File: src/design/ioapic_register_file_defines.svh
// Assertion helpers for the register file controller.
`ifndef IOAPIC_REGISTER_FILE_DEFINES_SVH
`define IOAPIC_REGISTER_FILE_DEFINES_SVH

// Same-cycle implication, disabled while reset is asserted.
`define IRF_ASSERT_IMPLY(label, clk, rst_n, ante, cons) \
	label: assert property (@(posedge clk) disable iff (!(rst_n)) (ante) |-> (cons)) \
		else $error("register file check failed");

// Next-cycle implication, disabled while reset is asserted.
`define IRF_ASSERT_NEXT(label, clk, rst_n, ante, cons) \
	label: assert property (@(posedge clk) disable iff (!(rst_n)) (ante) |=> (cons)) \
		else $error("register file sequencing check failed");

`endif

File: src/design/irf_pkg.sv
`timescale 1ns / 1ps

package irf_pkg;

	localparam int DEF_ENTRIES = 24;

	localparam logic [7:0] OFF_SELECT = 8'h00;
	localparam logic [7:0] OFF_WINDOW = 8'h10;

	localparam logic [7:0] SEL_ID    = 8'h00;
	localparam logic [7:0] SEL_VER   = 8'h01;
	localparam logic [7:0] SEL_ARB   = 8'h02;
	localparam logic [7:0] SEL_TABLE = 8'h10;

	localparam logic [7:0] VER_CODE = 8'h20;

	typedef enum logic [1:0] {
		CMD_READ  = 2'd0,
		CMD_WRITE = 2'd1,
		CMD_QUERY = 2'd2,
		CMD_NONE  = 2'd3
	} cmd_t;

	typedef enum logic [1:0] {
		ST_IDLE,
		ST_EXEC,
		ST_FORM
	} state_t;

	// How the output register is built from the execute-stage results.
	typedef enum logic [1:0] {
		RES_DIRECT,
		RES_TBL_LO,
		RES_TBL_HI,
		RES_QUERY
	} res_kind_t;

	typedef struct packed {
		logic capture;
		logic exec;
		logic load_out;
	} ctl_cmd_t;

endpackage

File: src/design/irf_ctrl.sv
`timescale 1ns / 1ps
`include "ioapic_register_file_defines.svh"

module irf_ctrl
	import irf_pkg::*;
(
	input  logic     clk,
	input  logic     arst_n,
	input  logic     s_axis_tvalid,
	output logic     s_axis_tready,
	output logic     m_axis_tvalid,
	input  logic     m_axis_tready,
	output ctl_cmd_t ctl
);

	state_t state_q, state_d;
	logic   out_valid_q;

	always_ff @(posedge clk or negedge arst_n) begin
		if (!arst_n) begin
			state_q     <= ST_IDLE;
			out_valid_q <= 1'b0;
		end else begin
			state_q <= state_d;
			if (ctl.load_out) begin
				out_valid_q <= 1'b1;
			end else if (m_axis_tready) begin
				out_valid_q <= 1'b0;
			end
		end
	end

	always_comb begin
		state_d     = state_q;
		ctl.capture  = 1'b0;
		ctl.exec     = 1'b0;
		ctl.load_out = 1'b0;
		case (state_q)
			ST_IDLE: begin
				if (s_axis_tvalid) begin
					ctl.capture = 1'b1;
					state_d     = ST_EXEC;
				end
			end
			ST_EXEC: begin
				ctl.exec = 1'b1;
				state_d  = ST_FORM;
			end
			ST_FORM: begin
				// A finished result may only replace one that is leaving.
				if (!out_valid_q || m_axis_tready) begin
					ctl.load_out = 1'b1;
					state_d      = ST_IDLE;
				end
			end
			default: begin
				state_d = ST_IDLE;
			end
		endcase
	end

	assign s_axis_tready = (state_q == ST_IDLE);
	assign m_axis_tvalid = out_valid_q;

	`IRF_ASSERT_NEXT(a_accept_then_exec, clk, arst_n, s_axis_tvalid && s_axis_tready, ctl.exec)
	`IRF_ASSERT_NEXT(a_exec_then_form, clk, arst_n, ctl.exec, state_q == ST_FORM)
	`IRF_ASSERT_IMPLY(a_no_overwrite, clk, arst_n, ctl.load_out, !out_valid_q || m_axis_tready)
	`IRF_ASSERT_NEXT(a_load_sets_valid, clk, arst_n, ctl.load_out, m_axis_tvalid)

endmodule

File: src/design/irf_datapath.sv
`timescale 1ns / 1ps

module irf_datapath
	import irf_pkg::*;
#(
	parameter int ENTRIES = DEF_ENTRIES
) (
	input  logic        clk,
	input  logic        arst_n,
	input  ctl_cmd_t    ctl,
	input  logic [1:0]  in_command,
	input  logic [7:0]  in_bus_offset,
	input  logic [31:0] in_write_data,
	input  logic [7:0]  in_query_index,
	output logic [31:0] read_data,
	output logic [63:0] entry_value,
	output logic        entry_found
);

	localparam int IDX_W = (ENTRIES > 1) ? $clog2(ENTRIES) : 1;
	localparam logic [7:0] ENTRIES_B = 8'(ENTRIES);
	localparam logic [31:0] VER_VALUE = {8'h00, 8'(ENTRIES - 1), 8'h00, VER_CODE};

	// Captured request.
	cmd_t        cmd_q;
	logic [7:0]  offset_q;
	logic [31:0] wdata_q;
	logic [7:0]  qidx_q;

	logic [7:0] select_q;
	logic [3:0] apic_id_q;

	// The table is kept as two half-word memories so that a half write needs no read.
	logic [31:0] mem_lo [ENTRIES];
	logic [31:0] mem_hi [ENTRIES];
	logic [ENTRIES-1:0] vld_lo_q;
	logic [ENTRIES-1:0] vld_hi_q;

	// Execute-stage results.
	logic [31:0] rd_lo_s1;
	logic [31:0] rd_hi_s1;
	logic        rd_vlo_s1;
	logic        rd_vhi_s1;
	logic [31:0] direct_s1;
	res_kind_t   kind_s1;

	// Decode of the select register into a table slot.
	logic [7:0]       rel;
	logic             tbl_hit;
	logic             tbl_upper;
	logic [IDX_W-1:0] tbl_slot;
	logic             q_hit;
	logic [IDX_W-1:0] rd_addr;
	logic             win_wr;
	logic [31:0]      direct_d;
	res_kind_t        kind_d;
	logic [31:0]      lo_val;
	logic [31:0]      hi_val;

	always_comb begin
		rel       = select_q - SEL_TABLE;
		tbl_hit   = (select_q >= SEL_TABLE) && ({1'b0, rel[7:1]} < ENTRIES_B);
		tbl_upper = rel[0];
		tbl_slot  = tbl_hit ? IDX_W'(rel[7:1]) : '0;
		q_hit     = (qidx_q < ENTRIES_B);
		rd_addr   = (cmd_q == CMD_QUERY) ? (q_hit ? IDX_W'(qidx_q) : '0) : tbl_slot;
		win_wr    = ctl.exec && (cmd_q == CMD_WRITE) && (offset_q == OFF_WINDOW);
	end

	always_comb begin
		direct_d = '0;
		kind_d   = RES_DIRECT;
		case (cmd_q)
			CMD_READ: begin
				if (offset_q == OFF_SELECT) begin
					direct_d = {24'h0, select_q};
				end else if (offset_q == OFF_WINDOW) begin
					if (select_q == SEL_ID) begin
						direct_d = {4'h0, apic_id_q, 24'h0};
					end else if (select_q == SEL_VER) begin
						direct_d = VER_VALUE;
					end else if (select_q == SEL_ARB) begin
						direct_d = '0;
					end else if (tbl_hit) begin
						kind_d = tbl_upper ? RES_TBL_HI : RES_TBL_LO;
					end
				end
			end
			CMD_QUERY: begin
				if (q_hit) begin
					kind_d = RES_QUERY;
				end
			end
			default: begin
				direct_d = '0;
			end
		endcase
	end

	always_ff @(posedge clk) begin
		if (ctl.capture) begin
			cmd_q    <= cmd_t'(in_command);
			offset_q <= in_bus_offset;
			wdata_q  <= in_write_data;
			qidx_q   <= in_query_index;
		end
	end

	always_ff @(posedge clk or negedge arst_n) begin
		if (!arst_n) begin
			select_q  <= '0;
			apic_id_q <= '0;
			vld_lo_q  <= '0;
			vld_hi_q  <= '0;
		end else if (ctl.exec && (cmd_q == CMD_WRITE)) begin
			if (offset_q == OFF_SELECT) begin
				select_q <= wdata_q[7:0];
			end else if (offset_q == OFF_WINDOW) begin
				if (select_q == SEL_ID) begin
					apic_id_q <= wdata_q[27:24];
				end else if (tbl_hit) begin
					if (tbl_upper) begin
						vld_hi_q[tbl_slot] <= 1'b1;
					end else begin
						vld_lo_q[tbl_slot] <= 1'b1;
					end
				end
			end
		end
	end

	always_ff @(posedge clk) begin
		if (win_wr && tbl_hit && (select_q != SEL_ID)) begin
			if (tbl_upper) begin
				mem_hi[tbl_slot] <= wdata_q;
			end else begin
				mem_lo[tbl_slot] <= wdata_q;
			end
		end
	end

	always_ff @(posedge clk) begin
		if (ctl.exec) begin
			rd_lo_s1  <= mem_lo[rd_addr];
			rd_hi_s1  <= mem_hi[rd_addr];
			rd_vlo_s1 <= vld_lo_q[rd_addr];
			rd_vhi_s1 <= vld_hi_q[rd_addr];
			direct_s1 <= direct_d;
			kind_s1   <= kind_d;
		end
	end

	// Halves never written still read as the cleared value.
	assign lo_val = rd_vlo_s1 ? rd_lo_s1 : '0;
	assign hi_val = rd_vhi_s1 ? rd_hi_s1 : '0;

	always_ff @(posedge clk) begin
		if (ctl.load_out) begin
			case (kind_s1)
				RES_TBL_LO: begin
					read_data   <= lo_val;
					entry_value <= '0;
					entry_found <= 1'b0;
				end
				RES_TBL_HI: begin
					read_data   <= hi_val;
					entry_value <= '0;
					entry_found <= 1'b0;
				end
				RES_QUERY: begin
					read_data   <= '0;
					entry_value <= {hi_val, lo_val};
					entry_found <= 1'b1;
				end
				default: begin
					read_data   <= direct_s1;
					entry_value <= '0;
					entry_found <= 1'b0;
				end
			endcase
		end
	end

endmodule

File: src/design/ioapic_register_file.sv
`timescale 1ns / 1ps
// Channel  Direction  tdata (low bit up)                          tuser
// s_axis   in         bus_offset[7:0] write_data[39:8]            command[1:0]
//                     query_index[47:40]
// m_axis   out        read_data[31:0] entry_value[95:32]          entry_found
//
// Each request is captured at acceptance; the execute step then reads the table memory and
// updates the registers, and the form step loads the result into the output register once
// the output is free. One request is in work at a time and s_axis_tready is high only
// while the sequencer waits, so a new request is not accepted until the last result has
// been loaded. A waiting result holds only the result-forming step.
// Reset clears the select and ID registers and the per-half table valid bits at once.

module ioapic_register_file
	import irf_pkg::*;
#(
	parameter int ENTRIES = DEF_ENTRIES
) (
	input  logic        clk,
	input  logic        arst_n,
	input  logic        s_axis_tvalid,
	output logic        s_axis_tready,
	input  logic [47:0] s_axis_tdata,  // bus_offset, write_data, query_index
	input  logic [1:0]  s_axis_tuser,  // command
	output logic        m_axis_tvalid,
	input  logic        m_axis_tready,
	output logic [95:0] m_axis_tdata,  // read_data, entry_value
	output logic        m_axis_tuser   // entry_found
);

	ctl_cmd_t ctl;

	irf_ctrl u_ctrl (
		.clk           (clk),
		.arst_n        (arst_n),
		.s_axis_tvalid (s_axis_tvalid),
		.s_axis_tready (s_axis_tready),
		.m_axis_tvalid (m_axis_tvalid),
		.m_axis_tready (m_axis_tready),
		.ctl           (ctl)
	);

	irf_datapath #(
		.ENTRIES (ENTRIES)
	) u_datapath (
		.clk            (clk),
		.arst_n         (arst_n),
		.ctl            (ctl),
		.in_command     (s_axis_tuser),
		.in_bus_offset  (s_axis_tdata[7:0]),
		.in_write_data  (s_axis_tdata[39:8]),
		.in_query_index (s_axis_tdata[47:40]),
		.read_data      (m_axis_tdata[31:0]),
		.entry_value    (m_axis_tdata[95:32]),
		.entry_found    (m_axis_tuser)
	);

endmodule

File: config.mk
export PLATFORM = sky130hd
export DESIGN_NAME = ioapic_register_file
export DESIGN_NICKNAME = d
export VERILOG_FILES = /design/src/design/irf_pkg.sv /design/src/design/irf_ctrl.sv /design/src/design/irf_datapath.sv /design/src/design/ioapic_register_file.sv
export VERILOG_INCLUDE_DIRS = /design/src /design/src/design
export SDC_FILE = /design/constraint.sdc
export NUM_CORES = 2
export LEC_CHECK = 0
export ABC_CLOCK_PERIOD_IN_PS = 13600
export BUFFER_PORTS_ARGS = -buffer_cell sky130_fd_sc_hd__buf_2
export CAP_MARGIN = 40
export CORE_ASPECT_RATIO = 0.5
export CORE_UTILIZATION = 44
export CTS_BUF_LIST = sky130_fd_sc_hd__clkbuf_8
export DETAILED_ROUTE_END_ITERATION = 8
export PLACE_DENSITY = 0.59
export SYNTH_ARGS = -nofsm -noshare
export SYNTH_HDL_FRONTEND = slang
export SYNTH_SLANG_ARGS = --single-unit
File: constraint.sdc
create_clock -name clk -period 13.6 [get_ports clk]
set_input_delay 0.68 -clock clk [delete_from_list [all_inputs] [get_ports clk]]
set_output_delay 0.68 -clock clk [all_outputs]
set_load 0.02 [all_outputs]
# After elaboration in Yosys (flattened, before gate mapping)
# Memories as Yosys holds them, arrays and structs flattened. A register that Yosys moved wholly into a read port is not among the register bits.
# Index checks and enable logic that the tools add are counted.
word_totals:
  n_memories: 2
  romBits: 0
  ramBits: 1536
  latchBits: 0
  register_bits: 246
  in_bits: 54
  wordCells: 110
mem_list:
  columns: ["memory", "words", "width", "read_ports", "rd_clocked_by_memory_dff", "write_ports", "line_no", "rtl"]
  rows:
  - ["u_datapath.mem_hi", 24, 32, 1, 1, 1, "irf_datapath.sv:35", "logic [31:0] mem_hi [ENTRIES];"]
  - ["u_datapath.mem_lo", 24, 32, 1, 1, 1, "irf_datapath.sv:34", "logic [31:0] mem_lo [ENTRIES];"]
classes:
  shift: 0
  eq_ne: 12
  bitwise_logic: 7
  n_mul: 0
  div: 0
  add_sub_neg: 1
  reduce_logical: 21
  n_mux: 42
  magnitude_cmp: 6
ops:
  columns: ["operator", "n"]
  rows:
  - ["$pmux W32 S3", 1]
  - ["$mux W32", 2]
  - ["$or A24 B24 Y24", 2]
  - ["$mux W28", 1]
  - ["$mux W21", 1]
  - ["$mux W2", 10]
  - ["$mux W1", 17]
  - ["$logic_not A8 Y1", 2]
  - ["$mux W8", 2]
  - ["$mux W5", 3]
  - ["$lt A5 B6 Y1 const B", 2]
  - ["$reduce_and A6 Y1", 2]
  - ["$bmux W1 S5", 2]
  - ["$eq A2 B2 Y1 const B", 4]
  - ["$eq A8 B1 Y1 const B", 1]
  - ["$eq A8 B2 Y1 const B", 1]
  - ["$eq A8 B5 Y1 const B", 1]
  - ["$ge A8 B5 Y1 const B", 1]
  - ["$lt A8 B5 Y1 const B", 1]
  - ["$reduce_bool A8 Y1", 1]
  - ["$sub A8 B5 Y8 const B", 1]
  - ["$lt A7 B5 Y1 const B", 1]
  - ["$eq A2 B1 Y1 const B", 3]
  - ["$logic_and A1 B1 Y1", 6]
  - ["other kinds (15)", 21]

# Depth between registers and ports, before layout
depth:
  word_depth: 10
  depth_mapped: 13
  depth_no_buf: 9

# Hierarchy
# A second synthesis with hierarchy kept.
hier_totals:
  hier_cells: 4603
  area_unflattened_um2: 69830.7
by_module_without_submodules:
  columns: ["module", "n_inst", "area_each_um2", "cells_each"]
  rows:
  - ["irf_datapath", 1, 69698.1, 4591]
  - ["irf_ctrl", 1, 132.6, 12]

# Worst setup path after synthesis
# No wires, ideal clock.
synth_path:
  path_type: "register to register"
  from: "reg u_ctrl.state_q[1]"
  to: "mem u_datapath.mem_hi[15][0] (enable)"
  setup_slack_ps: 6428
  setup_ps: 421
  t_arrival_ps: 6751
  stages_incl_launch_ff: 8
  path_cell_list: "dfrtp_1 nor2b_1 nand3b_1 or2_1 nor3_1 nand4_1 clkbuf_1 nor2_1"
synth_via:
  elab_chain_cells: 8
synth_rtl:
  columns: ["element", "line_no", "rtl"]
  rows:
  - ["start: declaration", "irf_ctrl.sv:16", "state_t state_q, state_d;"]
  - ["start signal: assignment", "irf_ctrl.sv:24", "state_q <= state_d;"]
  - ["$eq A2 B1 Y1", "irf_ctrl.sv:38", "case (state_q)"]
  - ["$mux W1", "irf_ctrl.sv:38", null]
  - ["$logic_and A1 B1 Y1 (2 in series)", "irf_datapath.sv:67", "win_wr = ctl.exec && (cmd_q == CMD_WRITE) && (offset_q == OFF_WINDOW);"]
  - ["$logic_and A1 B1 Y1 (2 in series)", "irf_datapath.sv:133", "if (win_wr && tbl_hit && (select_q != SEL_ID)) begin"]
  - ["$mux W1", "irf_datapath.sv:133", null]
  - ["$mux W1 (not written as such)", "irf_datapath.sv:135", "mem_hi[tbl_slot] <= wdata_q;"]
  - ["end: declaration", "irf_datapath.sv:35", null]
# Every way passes these cells.

# Final worst setup path
layout_path:
  from: "reg u_datapath.select_q[4]"
  to: "reg u_datapath.rd_hi_s1[3] (read register of u_datapath.mem_hi), data pin"
layout_via:
  elab_chain_cells: 5
  word_cells_on_any_way: 6
layout_rtl:
  columns: ["element", "line_no", "rtl"]
  rows:
  - ["start: declaration", "irf_datapath.sv:30", "logic [7:0] select_q;"]
  - ["start signal: assignment", "irf_datapath.sv:117", "select_q <= wdata_q[7:0];"]
  - ["$sub A8 B5 Y8", "irf_datapath.sv:61", "rel = select_q - SEL_TABLE;"]
  - ["$lt A7 B5 Y1", "irf_datapath.sv:62", "tbl_hit = (select_q >= SEL_TABLE) && ({1'b0, rel[7:1]} < ENTRIES_B);"]
  - ["$logic_and A1 B1 Y1", "irf_datapath.sv:62", null]
  - ["$mux W5 (*)", "irf_datapath.sv:64", "tbl_slot = tbl_hit ? IDX_W'(rel[7:1]) : '0;"]
  - ["$mux W5 (*)", "irf_datapath.sv:66", "rd_addr = (cmd_q == CMD_QUERY) ? (q_hit ? IDX_W'(qidx_q) : '0) : tbl_slot;"]
  - ["end: declaration", "irf_datapath.sv:41", "logic [31:0] rd_hi_s1;"]
# Every way passes the cells marked *; elsewhere a longest branch is shown, timed or not.
# A chain may end at the register's enable or synchronous reset.

==> results.md <==
* DPL Wire Length at between 100000 and 150000 um
* Synth Area in XOR/XNOR at 0
* Hold Path Cell Cnt at 2
* Portion of netlist area occupied by mux cells at 0.0635
* Post-synthesis adder-cell area fraction at 0.000350
* CTS tree: built
* Total track usage at 0.255
* Num ports at between 150 and 200
* Critical Path Sink Type: flop
* Leading cell types in the layout, fill and taps excluded: edfxtp_1 (1764), nand2_1 (887), mux2i_1 (442)
* Max Clk Rate at roughly 0.17 GHz
* Ratio of cells with drive above 1 in the final layout at 0.142
* Data arrival, critical path at 6.43 ns
* Die X at around 570 um
* Die ar. at ~0.16 mm^2
* Rel. slew slack at 0.344
* Post-layout util at 0.503
* Clock Pin Slew Worst Setup and Hold Paths at about 0.060 ns
* Htree depth at 5
* Synth Area in Compound Gates at 0.0639
* Worst vdd ir at roughly 0.12 mV
* Row Count at between 100 and 150
* Syn_nets at around 4800
* Reg2Reg Setup Slack at roughly 7.8 ns
* Post-CTS setup repair buffer count at 0
* Placer Congestion at roughly 0.86
* Least-Margin Pin Slew at a little under 1 ns
* Die Y-Extent at around 290 um
* Tmin final at approximately 5.8 ns
* Max-slew violation count at 0
* Iter 0 DRT Violations at around 5500
* Input/output buffers at between 150 and 200
* GRT Residual Overflow at 0
* Critical path buffers and inverters at 6
* Post-route ant nets at 0
* Clk sinks at 1827
* Cell Chain, Critical Path: inv_1 -> ha_1 -> nor2b_1 -> a32o_4 -> buf_4 -> a32oi_4 -> buf_4 -> buf_4 -> buf_4 -> nor2_4 -> buf_4 -> nand3_1 -> a31oi_1 -> a211oi_1
* Worst R2R End: u_datapath.rd_hi_s1[3]
* Crit path max fanout at 60
* Main synth FF type: edfxtp_1
* Cts repair resizes at 0
* First-pass GRT wire length at ~300000 um
* Maxcap violations at 0
* Wire per inst at 28.6 um
* NumNets Final at 5108
* Final WL at between 200000 and 250000 um
* Pleak at between 20 and 30 nW
* FFs w/ async S/R, synth at 0.0345
* Reg2Reg Depth at 14
* Cells after Synth at between 4000 and 5000
* Outcome: completed
* Post-route setup TNS at 0 ns
* Worst Hold Class: primary input to flop
* WHS Endpoint: u_datapath.qidx_q[5]
* Vias in the first global route at approximately 42000
* Initial antenna violation count at 19
* Post-synth cell types at 57
* RSZ-0062 raised after global routing: no
* Commonest non-fill, non-tap cell in the layout: edfxtp_1
* Reg2reg start: u_datapath.select_q[4]
* Crit path launch type: flop
* Slowest cell on crit path: a32o_4
* Final Skew at between 0.07 and 0.08 ns
* #FFs+latches synth at roughly 1800
* Synth Area in Simple Gates at 0.0845
* Power Dens Cells at between 100 and 150 mW/mm^2
* Crit-path max cell delay at ~0.75 ns
* Cts bufs inserted at ~280
* Root Buffer: clkbuf_8
* Clock Path Buffers at 4
* Vias at 43700
* HP Start: s_axis_tdata[45]
* Detailed Routing Iterations Pass 1 at 6
* Post-synth EDFFs at 1764
* Mapped Area at between 0.07 and 0.08 mm^2
* Hold Vio Cnt, Final at 0
* Syn avg cell area at between 15 and 20 um^2
* Clk_lat worst skew at a little over 1 ns
* CP top delay family: buffers and inverters
* Critical path class: flop to flop
* Synth-to-Final Area Change at 13.4%
* Largest net degree at the start of global routing at around 160
* Worst EP required at approximately 14 ns
* Core box area at roughly 0.16 mm^2
* DR DRC count at 0
* Period utilisation layout at 0.424
* Main combinational cell family by area after synthesis: simple AND/OR/NAND/NOR gates
* Initial Utilization at 0.444
* YS warnings at 0
* Worst path most repeated cell: buf_4
* Post-synthesis sequential area ratio at 0.763
* Via density at 5.90
* Final setup viols at 0
* Hold buffers post-CTS at 53
[cells by family (layout without fill, tap and decap cells)]
| logic type | after synthesis | after routing |
|---|---|---|
| AO/OA/AOI/OAI | 607 | 607 |
| adder cells (fa/ha/maj) | 2 | 2 |
| buffers and inverters | 389 | 908 |
| flip-flops | 1827 | 1827 |
| multiplexers | 452 | 452 |
| other | 0 | 7 |
| AND/OR/NAND/NOR | 1435 | 1435 |
[metrics by stage]
stage                     hold WS [ns]  setup slack [ns]  total power [mW]  cells  cell area (um^2)
after floorplan                  0.384              6.43              6.97   4712             71500
after global placement           0.440              7.93              7.35   6860             75100
after detailed placement         0.446              8.06              7.39   6889             75800
after CTS                        0.327              8.05              11.4   7404             81000
after global routing             0.356              7.73              11.7   7410             81100
final                            0.403              7.84              11.4   7411             81100
[sequential cells by signal, indices dropped and copies added, names as in the netlist, 13 cells and up]
signal and count:
u_datapath.vld_lo_q 24, u_datapath.direct_s1 13, u_datapath.read_data 32, u_datapath.rd_hi_s1 32, u_datapath.mem_hi 768, u_datapath.mem_lo 768
u_datapath.wdata_q 32, u_datapath.vld_hi_q 24, u_datapath.rd_lo_s1 32, u_datapath.entry_value 64
[worst max-delay path by stage]
| stage | depth (start not counted) | endpoint | startpoint |
|---|---|---|---|
| floorplan | 7 | u_datapath.mem_hi[15][0] | u_ctrl.state_q[1] |
| global placement | 13 | u_datapath.rd_lo_s1[6] | u_datapath.select_q[4] |
| detailed placement | 14 | u_datapath.rd_hi_s1[3] | u_datapath.select_q[4] |
| CTS | 14 | u_datapath.rd_hi_s1[3] | u_datapath.select_q[4] |
| global route | 14 | u_datapath.rd_hi_s1[3] | u_datapath.select_q[4] |
| finish | 14 | u_datapath.rd_hi_s1[3] | u_datapath.select_q[4] |
[synth_stat cells (5+ instances only)]
master / instances / share of area
edfxtp_1: 1764 / 0.74
nand2_1: 890 / 0.047
mux2i_1: 442 / 0.062
nand3_1: 350 / 0.025
a211oi_1: 161 / 0.017
clkbuf_1: 139 / 0.0073
buf_2: 131 / 0.0092
a31oi_1: 122 / 0.011
nor2_1: 111 / 0.0058
o22ai_1: 77 / 0.0067
inv_1: 72 / 0.0038
a311oi_1: 66 / 0.0081
dfrtp_1: 63 / 0.022
o21bai_1: 46 / 0.0048
a32oi_1: 40 / 0.0049
buf_4: 30 / 0.0032
a22oi_1: 23 / 0.0024
o2111ai_1: 22 / 0.0027
and3_1: 17 / 0.0015
nor2b_1: 17 / 0.0015
a211oi_2: 13 / 0.0023
buf_1: 12 / 0.00063
and2_1: 11 / 0.00096
o21ai_0: 11 / 0.00077
mux2_2: 9 / 0.0014
nand4_1: 8 / 0.00070
nor4_1: 8 / 0.00070
nand2b_1: 6 / 0.00053
nor3_1: 5 / 0.00035
[report_power, final]
| group | switching [mW] | internal (mW) |
|---|---|---|
| combinational | 0.586 | 0.164 |
| sequential | 0.111 | 6.44 |
| clock | 2.08 | 1.99 |
[metal layers]
metal / GRT usage / vias to the layer above / share of wire
met2: 0.374 / 2494 / 0.43
met3: 0.0591 / 407 / 0.11
met4: 0.0903 / 10 / 0.033
li1: - / 18600 / -
met1: 0.373 / 22200 / 0.43
met5: 0 / - / 0.00037
[cell type report]
cell class                 count  area (um^2)
antenna                        7         17.5
tap                         2173         2720
inverter                      72          270
clock buffer                 294         4050
timing repair buffer         374         3080
fill                       13500        80000
clock inverter               168          689
sequential                  1827        54500
multi-input combinational   2496        15700
Power figures use the tool's default switching activity.
